<file path="src/rtl/core/lld_pkg.sv">
// Shared constants and types of the line-line distance block.
// No dependencies.
package lld_pkg;
  localparam int THR_W = 63;
  localparam logic [THR_W-1:0] THR_RESET = 63'd4295;
  localparam int QDEPTH = 16;
  localparam int QADDR_W = $clog2(QDEPTH);
  localparam int QUO_W = 64;
  localparam int ROOT_W = 32;
  localparam int DIST_W = 32;

  typedef struct packed {
    logic par;
    logic deg;
  } lld_flags_t;
endpackage

</file>
<file path="src/rtl/core/lld_queue.sv">
// Short FIFO between the front pipeline and the divide/root back end.
// Registered output stage; depends on lld_pkg for its depth.
module lld_queue import lld_pkg::*; #(
  parameter int DW = 8
) (
  input  logic          clk,
  input  logic          rst_n,
  input  logic          push,
  input  logic [DW-1:0] wdata,
  input  logic          pop,
  output logic [DW-1:0] rdata,
  output logic          empty
);
  logic [DW-1:0]      mem_r [QDEPTH];
  logic [QADDR_W-1:0] wp_r, rp_r;
  logic [QADDR_W:0]   cnt_r;
  logic [DW-1:0]      rdata_r;
  logic               ovld_r;
  logic               load, mem_wr, mem_rd;

  // output register takes the next entry when empty or when popped
  assign load   = !ovld_r || pop;
  assign mem_rd = load && (cnt_r != '0);
  assign mem_wr = push && !(load && (cnt_r == '0));

  always_ff @(posedge clk) begin
    if (mem_wr) begin
      mem_r[wp_r] <= wdata;
    end
  end

  always_ff @(posedge clk) begin
    if (mem_rd) begin
      rdata_r <= mem_r[rp_r];
    end else if (load && push) begin
      rdata_r <= wdata;
    end
  end

  always_ff @(posedge clk) begin
    if (!rst_n) begin
      wp_r   <= '0;
      rp_r   <= '0;
      cnt_r  <= '0;
      ovld_r <= 1'b0;
    end else begin
      if (mem_wr) begin
        wp_r <= wp_r + 1'b1;
      end
      if (mem_rd) begin
        rp_r <= rp_r + 1'b1;
      end
      unique case ({mem_wr, mem_rd})
        2'b10:   cnt_r <= cnt_r + 1'b1;
        2'b01:   cnt_r <= cnt_r - 1'b1;
        default: cnt_r <= cnt_r;
      endcase
      if (load) begin
        ovld_r <= (cnt_r != '0) || push;
      end
    end
  end

  assign rdata = rdata_r;
  assign empty = !ovld_r;
endmodule

</file>
<file path="config.mk">
export PLATFORM = sky130hd
export DESIGN_NAME = lld_queue
export DESIGN_NICKNAME = d
export VERILOG_FILES = /design/src/rtl/core/lld_pkg.sv /design/src/rtl/core/lld_queue.sv
export SDC_FILE = /design/constraint.sdc
export NUM_CORES = 1
export LEC_CHECK = 0
export ABC_CLOCK_PERIOD_IN_PS = 3210
export BUFFER_PORTS_ARGS = -buffer_cell sky130_fd_sc_hd__buf_4
export CAP_MARGIN = 40
export CORE_ASPECT_RATIO = 1.5
export CORE_MARGIN = 3
export CORE_UTILIZATION = 55
export DETAILED_ROUTE_END_ITERATION = 6
export PLACE_DENSITY = 0.83
export SLEW_MARGIN = 10
export SYNTH_ARGS = -nofsm -noshare
export SYNTH_HDL_FRONTEND = slang
export SYNTH_SLANG_ARGS = --single-unit
</file>
<file path="constraint.sdc">
create_clock -name clk -period 3.21 [get_ports clk]
set_clock_uncertainty 0.15 [all_clocks]
set_input_delay 0.642 -clock clk [delete_from_list [all_inputs] [get_ports clk]]
set_output_delay 0.642 -clock clk [all_outputs]
set_load 0.05 [all_outputs]
</file>
Word level (Yosys, flattened, before mapping)
Memories as Yosys holds them, arrays and structs flattened. A register that Yosys moved wholly into a read port is not among the register bits.
Cells that the tools add are included.
{"block": "word_totals", "reg_bits": 22, "ramBits": 128, "in_bits": 12, "memories": 1}
{"name": "mem_r", "depth": 16, "width": 8, "read_ports": 1, "rd_clocked_by_memory_dff": 1, "write_ports": 1, "line": "lld_queue.sv:14", "source": "logic [DW-1:0] mem_r [QDEPTH];"}
{"block": "op_classes", "addsub": 4, "n_eq_ne": 2, "mux": 7, "n_reduce_logical": 12}
{"op": "8-bit two-way mux", "count": 2}
{"op": "5-bit case mux with 2 select lines", "count": 1}
{"op": "4-bit by 1-bit adder with 4-bit output (second input constant)", "count": 2}
{"op": "4-bit two-way mux", "count": 2}
{"op": "5-bit by 1-bit adder with 5-bit output (second input constant)", "count": 1}
{"op": "5-bit zero test", "count": 1}
{"op": "5-bit nonzero test", "count": 1}
{"op": "5-bit by 1-bit subtractor with 5-bit output (second input constant)", "count": 1}
{"op": "1-bit logical AND", "count": 4}
{"op": "2-bit nonzero test", "count": 2}
{"op": "2-bit by 1-bit equality test with 1-bit output (second input constant)", "count": 1}
{"op": "2-bit equality test (second input constant)", "count": 1}
{"op": "1-bit zero test", "count": 2}
{"op": "1-bit logical OR", "count": 2}
{"op": "1-bit two-way mux", "count": 2}

Logic depth before layout (Yosys ltp)
Gate-level depths: netlist of the first run.
{"block": "depth", "ltp_word": 7, "mapped_depth": 13, "ltp_nobuf": 10}

Worst setup path after synthesis of the first run
Ideal clock, no wire load.
{"block": "synth_path", "kind": "flip-flop to flip-flop", "start": "register cnt_r[1]", "end": "register cnt_r[2]", "t_arrival_ns": 2.801, "t_required_ns": 2.989, "path_slack_ns": 0.188, "stages_incl_launch_ff": 13, "synth_period_minus_slack_ns": 3.022, "path_cell_list": "dfxtp_1 > buf_6 > or4_4 > o31a_4 > clkinv_4 > ha_1 > clkbuf_1 > xor2_1 > ha_1 > a21oi_1 > xor2_1 > or3_1 > a21oi_1"}
{"block": "synth_via", "elab_chain_cells": 6}
{"item": "start, declared", "line": "lld_queue.sv:16", "source": "logic [QADDR_W:0] cnt_r;"}
{"item": "start signal, assigned", "line": "lld_queue.sv:54", "source": "2'b10: cnt_r <= cnt_r + 1'b1;"}
{"item": "start signal, assigned", "line": "lld_queue.sv:55", "source": "2'b01: cnt_r <= cnt_r - 1'b1;"}
{"item": "start signal, assigned", "line": "lld_queue.sv:56", "source": "default: cnt_r <= cnt_r;"}
{"item": "5-bit zero test", "line": "lld_queue.sv:24", "source": "assign mem_wr = push && !(load && (cnt_r == '0));"}
{"item": "1-bit logical AND", "line": "lld_queue.sv:24"}
{"item": "1-bit zero test", "line": "lld_queue.sv:24"}
{"item": "1-bit logical AND", "line": "lld_queue.sv:24"}
{"item": "2-bit by 1-bit equality test with 1-bit output or 2-bit equality test (tied branches)", "line": "lld_queue.sv:53", "source": "unique case ({mem_wr, mem_rd})"}
{"item": "5-bit case mux with 2 select lines or 2-bit nonzero test (tied branches)"}
Several ways; a longest one is shown, not always the timed one.
A chain may end at the register's enable or synchronous reset.

Worst setup path after layout of the first run
Ends and elaborated chain as after synthesis.

==> out/results.tsv, run 1 <==
metric	value	unit
outcome	finished clean	
Critical Path Fanout Max	8	
DIE HEIGHT	137	um
Clock Sinks	154	
worst relative slew slack	46.4	%
HP Class	flop to flop	
worst slack, placed	0.0968	ns
worst setup margin	0.152	ns
number of synthesized flops with an enable pin	136	
DP Wirelength	7400	um
Hold-fix buffers, CTS	0	
Final Hold Violating Endpoints	0	
VDD IR max	0.777	mV
Die X	93.3	um
latest clock arrival within the worst-skew pair	0.41	ns
Final ANT Viol Nets	0	
1st-iter DRT viols	326	
Worst setup EP type	flop	
Final TNS setup	0	ns
maxcap violations	0	
vias in the first global route	3396	
Mapped Cells	346	
Root Driver	clkbuf_16	
minimum hold slack	0.345	ns
Setup-failing EPs final	0	
CP delay by family, top	simple AND/OR/NAND/NOR gates	
Crit path largest cell delay	0.62	ns
Ys Warns	0	
Num CTS Buffers	17	
storage element area	0.00445	sq mm
Synth Register Bits	154	
Final nets	406	
critical path class	flop to flop	
CTS tree	done	
layout cells sized above 1	27.9	%
Slowest-stage cell, CP	or4_4	
vias post-DR	3230	
CP Cell Sequence	or4_4 > o31a_4 > clkinv_4 > ha_2 > xor2_1 > ha_1 > a21oi_1 > xor2_1 > or3_1 > a21oi_1	
Placer Congestion	0.765	
Yosys cell types	41	
DRT met1 WL	4240	um
fmax	327	MHz
Req. time, crit path	3.40	ns
vias per inst	5.93	
CP startpoint kind	flop	
diode count	0	
initial antenna violation count	0	
Top Layer Used	met4	
commonest cells after routing, fill and taps aside	edfxtp_1 (136), buf_4 (40), mux4_2 (30), nor2_1 (23)	
routed length on met2	6320	um
clock transition at the registers of the reported paths	0.06	ns
Multi-input gate area	0.00168	sq mm
Pwr Total	6130	uW
Async SR Flop Fraction	0	%
routed wire length	11600	um
pin count of the biggest net entering global routing	33	
total gr overflow	0	
core area	0.0111	sq mm
initial core utilization	56.6	%
synthesized area per cell	18.2	sq um
Die Footprint	0.0128	sq mm
Final Max Slew Viols	0	
Mapped Area	0.00629	sq mm
Port-buffer cells	20	
worst slew pin tran	0.803	ns
buffer count from post-CTS setup fixing	0	
clock period minus final worst setup slack	3.06	ns
Leak Pwr	0.00240	uW
# rows	47	
H-Tree Depth	4	
fin area	0.00718	sq mm
commonest non-fill, non-tap cell in the layout	edfxtp_1	
num ports	21	
CTS resizes	0	
RSZ-0062 raised after global routing	false	
gr usage total	19.9	%
# fillers	719	
WL/cell	21.3	um
syn nets	367	
Tcrit/Tclk final	95.3	%
drt first pass iters	4	
WL met3	682	um
Clock Path Buffers	2	
WP buf/inv	1	
Residual DRC	0	
Area growth, synth to finish	14.2	%
placed inst area	0.00665	sq mm
Cell Pwr Density	853	mW/mm^2
dominant synthesized flop cell	edfxtp_1	
critical path arrival	3.25	ns
first-pass GRT wire length	18300	um
Seq/Total Area, Yosys	70.6	%
==> cells in the mapped netlist, types with 3 or more instances <==
library cell	n	area, sq um
nor2_1	23	86.3
dfxtp_1	18	360
nand3_1	3	15.0
ha_1	9	113
a21oi_1	13	65.1
buf_2	4	20.0
nor2b_1	10	62.6
nand2b_1	4	25.0
nand2_1	7	26.3
nor3_1	5	25.0
xor2_1	7	61.3
mux2i_1	11	110
inv_1	5	18.8
edfxtp_1	136	4080
or3_1	3	18.8
a211o_1	8	70.1
mux4_2	30	676
clkbuf_1	8	30.0
buf_4	3	22.5
a22o_1	8	70.1
==> cell type report <==
| class | count | area share, % |
|---|---|---|
| sequential | 154 | 61.9 |
| clock buffer | 17 | 5.92 |
| inverter | 6 | 0.383 |
| clock inverter | 15 | 1.43 |
| tap | 147 | 2.56 |
| multi-input combinational | 165 | 23.4 |
| timing repair buffer | 41 | 4.46 |
==> state kept, by name, summed over array words and instances, names as in the netlist, named ones only <==
name and flops:
mem_r 128, rdata 8, rp_r 4, ovld_r 1, cnt_r 5, wp_r 4
==> worst register-to-register path: stages (launching register included) <==
cell and delay [ns]:
dfxtp_1 0.39, or4_4 0.62, o31a_4 0.40, clkinv_4 0.08
ha_2 0.28, xor2_1 0.17, ha_1 0.21, a21oi_1 0.06
xor2_1 0.16, or3_1 0.31, a21oi_1 0.15
==> worst paths after layout <==
kind / from / to / slack, ns / cells past startpoint
setup / recovery: cnt_r[1]$_SDFFE_PN0P_ / cnt_r[2]$_SDFFE_PN0P_ / 0.15 / 10
hold / removal: cnt_r[4]$_SDFFE_PN0P_ / cnt_r[4]$_SDFFE_PN0P_ / 0.34 / 2
setup reg to reg: cnt_r[1]$_SDFFE_PN0P_ / cnt_r[2]$_SDFFE_PN0P_ / 0.15 / 10
hold reg to reg: cnt_r[4]$_SDFFE_PN0P_ / cnt_r[4]$_SDFFE_PN0P_ / 0.34 / 2
==> power breakdown <==
group / leakage [uW] / switching, uW / internal (uW)
Sequential: 0.00138 / 141 / 2400
Clock: 0.000246 / 761 / 981
Combinational: 0.000776 / 996 / 855
==> kinds of logic (layout without fill, tap and decap cells) <==
| group | after synthesis | count (layout) | share of synthesized area, % |
|---|---|---|---|
| adder cells (fa/ha/maj) | 9 | 9 | 1.79 |
| AND/OR/NAND/NOR | 60 | 60 | 4.77 |
| AO/OA/AOI/OAI | 45 | 45 | 5.65 |
| multiplexers | 43 | 43 | 13.3 |
| buffers and inverters | 27 | 79 | 2.70 |
| XOR/XNOR | 8 | 8 | 1.11 |
| flip-flops | 154 | 154 | 70.6 |
==> per-stage QoR <==
step,instances,util [%]
2_1_floorplan,346,-
3_3_place_gp,513,59.9
3_5_place_dp,513,59.9
4_1_cts,545,64.6
5_1_grt,545,64.6
6_report,545,64.6
==> layer usage <==
| metal | vias up | track usage [%] |
|---|---|---|
| met5 | - | 0 |
| met4 | 0 | 9.45 |
| met3 | 24 | 5.12 |
| met2 | 120 | 34.5 |
| met1 | 1636 | 23.0 |
| li1 | 1450 | - |
No activity file was read; power rests on OpenSTA's default activity.
==> run 2, diff against run 1 <==
- CORE_ASPECT_RATIO: 1.5 -> 2
==> out/results.tsv, run 2 (synthesized netlist as in run 1, its figures left out) <==
metric	value	unit	change
outcome	finished clean		unchanged
# fillers	702		was 719
CP Cell Sequence	or4_4 > o31a_4 > clkinv_4 > ha_2 > xor2_1 > ha_1 > a21oi_1 > xor2_1 > or3_1 > a21oi_1		unchanged
RSZ-0062 raised after global routing	false		unchanged
routed wire length	11900	um	was 11,600 um
Worst setup EP type	flop		unchanged
Root Driver	clkbuf_16		unchanged
Gate power share	27.8	%	was 30.2%
pin count of the biggest net entering global routing	21		was 33
Tcrit/Tclk final	95.3	%	about the same
VDD IR max	0.601	mV	was 0.777 mV
diode count	0		unchanged
Seq pwr share	39.0	%	was 41.4%
Die X	81.6	um	was 93.3 um
drt first pass iters	5		was 4
commonest cells after routing, fill and taps aside	edfxtp_1 (136), buf_4 (42), mux4_2 (30), nor2_1 (23)		was edfxtp_1 (136), buf_4 (40), mux4_2 (30), nor2_1 (23)
storage element area	0.00445	sq mm	unchanged
worst r2r path cells	10		unchanged
DP Wirelength	8000	um	was 7400 um
Num CTS Buffers	17		unchanged
Cell Pwr Density	900	mW/mm^2	was 853 mW/mm^2
core area	0.0110	sq mm	was 0.0111 sq mm
Req. time, crit path	3.40	ns	about the same
worst hold start	cnt_r[4]$_SDFFE_PN0P_		unchanged
gr usage total	21.0	%	was 19.9%
Largest register FFs	128		unchanged
Crit path largest cell delay	0.62	ns	about the same
DIE HEIGHT	157	um	was 137 um
Hold-fix buffers, CTS	0		unchanged
# rows	54		was 47
vias post-DR	3186		was 3,230
Final ANT Viol Nets	0		unchanged
CTS resizes	0		unchanged
worst relative slew slack	52.1	%	was 46.4%
latest clock arrival within the worst-skew pair	0.41	ns	about the same
Residual DRC	0		unchanged
Final TNS setup	0	ns	unchanged
Final Hold Violating Endpoints	0		unchanged
initial antenna violation count	0		unchanged
vias in the first global route	3409		was 3,396
clock power share	33.2	%	was 28.4%
Multi-input gate area	0.00168	sq mm	unchanged
Pwr Total	6580	uW	was 6130 uW
Placer Congestion	0.766		was 0.765
clock period minus final worst setup slack	3.06	ns	about the same
Area growth, synth to finish	16.2	%	was 14.2%
Critical Path Fanout Max	8		unchanged
CTS tree	done		unchanged
CP startpoint kind	flop		unchanged
Slowest-stage cell, CP	or4_4		unchanged
Int Power	4690	uW	was 4230 uW
Final Max Slew Viols	0		unchanged
net switching power figure	1890	uW	was 1900 uW
commonest non-fill, non-tap cell in the layout	edfxtp_1		unchanged
Final nets	408		was 406
Clock Sinks	154		unchanged
first-pass GRT wire length	18800	um	was 18,300 um
critical path arrival	3.25	ns	about the same
worst slew pin tran	0.716	ns	was 0.803 ns
Setup-failing EPs final	0		unchanged
critical path class	flop to flop		unchanged
H-Tree Depth	4		unchanged
R2R Path End	cnt_r[2]$_SDFFE_PN0P_		unchanged
num ports	21		unchanged
most flop-heavy register	mem_r		unchanged
clock transition at the registers of the reported paths	0.06	ns	about the same
buffer count from post-CTS setup fixing	0		unchanged
Port-buffer cells	20		unchanged
Clock Path Buffers	2		unchanged
vias per inst	5.91		was 5.93
Leak Pwr	0.00248	uW	was 0.00240 uW
Critical R2R Launch	cnt_r[1]$_SDFFE_PN0P_		unchanged
HP Class	flop to flop		unchanged
Min-Delay Path Depth	2		unchanged
Hold Path Sink	cnt_r[4]$_SDFFE_PN0P_		unchanged
Die Footprint	0.0128	sq mm	about the same
fmax	327	MHz	about the same
Worst Setup SP	cnt_r[1]$_SDFFE_PN0P_		unchanged
maxcap violations	0		unchanged
1st-iter DRT viols	232		was 326
Sw Share	28.7	%	was 31.0%
total gr overflow	0		unchanged
initial core utilization	57.1	%	was 56.6%
WL/cell	22.1	um	was 21.3 um
layout cells sized above 1	28.6	%	was 27.9%
setup slack, reg-to-reg	0.15	ns	about the same
==> run 2: changes by cell type in the layout (fill, tap and decap cells not counted), moves of 2 or more <==
cell and change:
inv_6 -2, clkinv_4 -3, buf_4 +2, bufinv_16 +6
clkinv_1 -3
==> run 2: routing by layer <==
layer / wire (um) / up-vias / GRT usage [%]
met2: 7000 / 92 / 38.6
li1: - / 1457 / -
met5: 0 / - / 0
met1: 4110 / 1607 / 22.2
met3: 487 / 30 / 5.67
met4: 306 / 0 / 8.40
==> run 2: through the flow <==
step / setup slack, ns / instances / util (%) / area (sq um) / hold WS (ns)
5_1_grt: 0.0272 / 539 / 66.4 / 7310 / 0.358
4_1_cts: 0.0666 / 539 / 66.4 / 7310 / 0.342
3_3_place_gp: 0.183 / 507 / 60.3 / 6640 / 0.306
3_5_place_dp: 0.0743 / 508 / 60.4 / 6660 / 0.334
6_report: 0.149 / 539 / 66.4 / 7310 / 0.340
2_1_floorplan: 0.188 / 346 / - / 6290 / 0.292
==> run 2: area by class of cell <==
type	instances	share of cell area, %
Clock buffer	18	5.87
Clock inverter	13	3.08
Inverter	6	0.376
Multi-Input combinational cell	165	23.0
Sequential cell	154	60.8
Tap cell	140	2.40
Timing Repair Buffer	43	4.52
==> run 2: power by group through the flow <==
stage	Sequential, uW	Combinational, uW	Clock, uW
after floorplan	2690	1360	0
after global placement	2610	1770	0
after detailed placement	2620	1820	0
after CTS	2580	1840	2210
after global routing	2590	1980	2290
final	2570	1830	2180
==> run 2: worst max path at each step <==
| stage | end | slack, ns | cells past startpoint |
|---|---|---|---|
| after floorplan | cnt_r[2]$_SDFFE_PN0P_ | 0.19 | 12 |
| after global placement | cnt_r[2]$_SDFFE_PN0P_ | 0.18 | 10 |
| after detailed placement | cnt_r[4]$_SDFFE_PN0P_ | 0.07 | 10 |
| after CTS | cnt_r[4]$_SDFFE_PN0P_ | 0.07 | 10 |
| after global routing | cnt_r[2]$_SDFFE_PN0P_ | 0.03 | 10 |
| final | cnt_r[2]$_SDFFE_PN0P_ | 0.15 | 10 |
==> run 2: critical path: cells and delay by family (launching register included) <==
family,cells,cell delay (ns)
AND/OR/NAND/NOR,2,0.93
adder cells (fa/ha/maj),2,0.49
buffers and inverters,1,0.08
XOR/XNOR,2,0.35
flip-flops,1,0.38
AO/OA/AOI/OAI,3,0.61
==> run 3, diff against run 2 <==
- ABC_AREA: default -> 1
- CORE_UTILIZATION: 55 -> 56
- PLACE_DENSITY: 0.83 -> 0.84
==> out/results.tsv, run 3 <==
metric	value	unit	change
outcome	finished, violations left		was finished clean
failing checks	design-rule violations		
number of synthesized flops with an enable pin	136		unchanged
CP Cell Sequence	nor2_1 > nand3_1 > nand2_2 > inv_2 > ha_1 > xor2_1 > ha_1 > inv_1 > nand2_1 > nand3_1 > nand2_1 > nor2_1 > o21ai_0 > inv_1		was or4_4 > o31a_4 > clkinv_4 > ha_2 > xor2_1 > ha_1 > a21oi_1 > xor2_1 > or3_1 > a21oi_1
initial antenna violation count	0		unchanged
routed wire length	15400	um	was 11,900 um
Port-buffer cells	20		unchanged
worst slew pin tran	0.727	ns	was 0.716 ns
Ys Warns	0		unchanged
synthesized area per cell	9.82	sq um	was 18.2 sq um
syn nets	716		was 367
pin count of the biggest net entering global routing	65		was 21
DP Wirelength	9860	um	was 8000 um
area share of the largest cell type after synthesis	59.8	%	was 64.9%
gr usage total	23.9	%	was 21.0%
drt first pass iters	7		was 5
diode count	0		unchanged
fmax	408	MHz	was 327 MHz
layout cells sized above 1	9.92	%	was 28.6%
Root Driver	clkbuf_16		unchanged
Final Hold Violating Endpoints	0		unchanged
R2R Path End	cnt_r[4]$_SDFFE_PN0P_		was cnt_r[2]$_SDFFE_PN0P_
most flop-heavy register	mem_r		unchanged
vias in the first global route	4940		was 3,409
1st-iter DRT viols	506		was 232
Num CTS Buffers	17		unchanged
Hold Path Sink	cnt_r[0]$_SDFFE_PN0P_		was cnt_r[4]$_SDFFE_PN0P_
worst hold start	cnt_r[0]$_SDFFE_PN0P_		was cnt_r[4]$_SDFFE_PN0P_
Cell Pwr Density	840	mW/mm^2	was 900 mW/mm^2
Slowest-stage cell, CP	dfxtp_1		was or4_4
core area	0.0118	sq mm	was 0.0110 sq mm
latest clock arrival within the worst-skew pair	0.42	ns	was 0.41 ns
clock period minus final worst setup slack	2.45	ns	was 3.06 ns
H-Tree Depth	4		unchanged
vias post-DR	4897		was 3,186
Worst setup EP type	flop		unchanged
commonest cells after routing, fill and taps aside	nand2_1 (223), edfxtp_1 (136), inv_1 (119), nand3_1 (104), buf_4 (34)		was edfxtp_1 (136), buf_4 (42), mux4_2 (30), nor2_1 (23)
WL/cell	17.5	um	was 22.1 um
most common cell in the netlist	nand2_1		was edfxtp_1
Synth Register Bits	154		unchanged
maxcap violations	0		unchanged
synth top area cells	edfxtp_1 (60%), nand2_1 (12%), nand3_1 (7.6%), inv_1 (6.5%), dfxtp_1 (5.3%)		was edfxtp_1 (65%), mux4_2 (11%), dfxtp_1 (5.7%), ha_1 (1.8%), mux2i_1 (1.8%)
total gr overflow	0		unchanged
Final TNS setup	0	ns	unchanged
commonest non-fill, non-tap cell in the layout	nand2_1		was edfxtp_1
worst relative slew slack	51.4	%	was 52.1%
worst r2r path cells	14		was 10
Crit path largest cell delay	0.39	ns	was 0.62 ns
Clock Path Buffers	2		unchanged
Critical Path Fanout Max	15		was 8
Async SR Flop Fraction	0	%	unchanged
initial core utilization	57.6	%	was 57.1%
Die X	84.1	um	was 81.6 um
dominant synthesized flop cell	edfxtp_1		unchanged
Setup-failing EPs final	0		unchanged
Area growth, synth to finish	13.0	%	was 16.2%
Tcrit/Tclk final	76.3	%	was 95.3%
num ports	21		unchanged
# rows	56		was 54
vias per inst	5.56		was 5.91
Critical R2R Launch	cnt_r[0]$_SDFFE_PN0P_		was cnt_r[1]$_SDFFE_PN0P_
HP Class	flop to flop		unchanged
Hold-fix buffers, CTS	0		unchanged
Die Footprint	0.0136	sq mm	was 0.0128 sq mm
Min-Delay Path Depth	1		was 2
setup slack, reg-to-reg	0.76	ns	was 0.15 ns
Req. time, crit path	3.37	ns	was 3.40 ns
RSZ-0062 raised after global routing	false		unchanged
CTS resizes	0		unchanged
Largest register FFs	128		unchanged
Final nets	744		was 408
Leak Pwr	0.00339	uW	was 0.00248 uW
Yosys cell types	21		was 41
Mapped Cells	695		was 346
Placer Congestion	0.876		was 0.766
Pwr Total	6480	uW	was 6580 uW
VDD IR max	0.596	mV	was 0.601 mV
clock transition at the registers of the reported paths	0.06	ns	about the same
buffer count from post-CTS setup fixing	0		unchanged
Mapped Area	0.00682	sq mm	was 0.00629 sq mm
CTS tree	done		unchanged
Final ANT Viol Nets	0		unchanged
commonest cells in the synthesized netlist	nand2_1 (223), edfxtp_1 (136), inv_1 (119)		was edfxtp_1 (136), mux4_2 (30), nor2_1 (23)
Clock Sinks	154		unchanged
critical path arrival	2.61	ns	was 3.25 ns
post-synth top area cell	edfxtp_1		unchanged
critical path class	flop to flop		unchanged
Final Max Slew Viols	0		unchanged
DIE HEIGHT	162	um	was 157 um
Residual DRC	3		was 0
CP startpoint kind	flop		unchanged
first-pass GRT wire length	24900	um	was 18,800 um
Seq/Total Area, Yosys	65.1	%	was 70.6%
==> run 3: changes by cell type in the layout (fill, tap and decap cells not counted), sizes merged, moves of 5 or more <==
cell / delta
a21oi: -5
nand3: +101
a211o: -8
o21ai: +5
nand2: +217
inv: +124
buf: -8
a22o: -8
mux4: -32
nor2b: -10
mux2i: -11
==> run 3: layout make-up <==
class / instances / area (sq um)
Multi-Input combinational cell: 393 / 1760
Sequential cell: 154 / 4450
Clock inverter: 15 / 161
Clock buffer: 17 / 425
Timing Repair Buffer: 35 / 283
Tap cell: 145 / 181
Fill cell: 860 / 4130
Inverter: 122 / 458
==> run 3: power by group <==
group	internal (uW)	switching [uW]	leakage [uW]
clock network	1160	811	0.000280
logic	588	1440	0.00172
registers	2390	85.6	0.00139
==> run 3: per-layer routing <==
metal	global-route usage, %	up-vias	routed length (um)
met3	5.08	78	1030
met5	0	-	0
li1	-	2279	-
met1	25.3	2267	5090
met2	42.5	273	8320
met4	15.3	0	948
==> run 3: worst max-delay path by stage <==
stage / slack (ns) / from / cells past startpoint / endpoint
final: 0.76 / cnt_r[0]$_SDFFE_PN0P_ / 14 / cnt_r[4]$_SDFFE_PN0P_
after global routing: 0.37 / cnt_r[0]$_SDFFE_PN0P_ / 14 / cnt_r[4]$_SDFFE_PN0P_
after detailed placement: 0.35 / pop / 15 / cnt_r[4]$_SDFFE_PN0P_
after global placement: 0.38 / pop / 15 / cnt_r[4]$_SDFFE_PN0P_
after floorplan: 0.67 / pop / 15 / cnt_r[4]$_SDFFE_PN0P_
after CTS: 0.76 / cnt_r[0]$_SDFFE_PN0P_ / 14 / cnt_r[4]$_SDFFE_PN0P_
==> run 3: per-stage QoR <==
step	setup slack (ns)	cell area [sq um]	hold slack, ns	utilization [%]	std cells
floorplan	0.674	6820	0.309	-	695
global placement	0.376	7100	0.329	59.9	848
detailed placement	0.354	7120	0.337	60.2	849
CTS	0.761	7710	0.348	65.1	881
global route	0.374	7710	0.385	65.1	881
finish	0.762	7710	0.350	65.1	881
==> run 3: cells by family after synthesis <==
logic type,share of synthesized area (%)
buffers and inverters,9.15
XOR/XNOR,0.770
flip-flops,65.1
AO/OA/AOI/OAI,1.60
AND/OR/NAND/NOR,21.7
adder cells (fa/ha/maj),1.65
==> run 3: worst max-delay path: cells and delay by family (launching register included) <==
family,cells,cell delay (ns)
AOI/OAI and AO/OA,1,0.16
xor gates and xnor gates,1,0.21
adders and majority gates,2,0.47
buffers and inverters,3,0.33
DFF,1,0.39
and+or+nand+nor,7,0.64
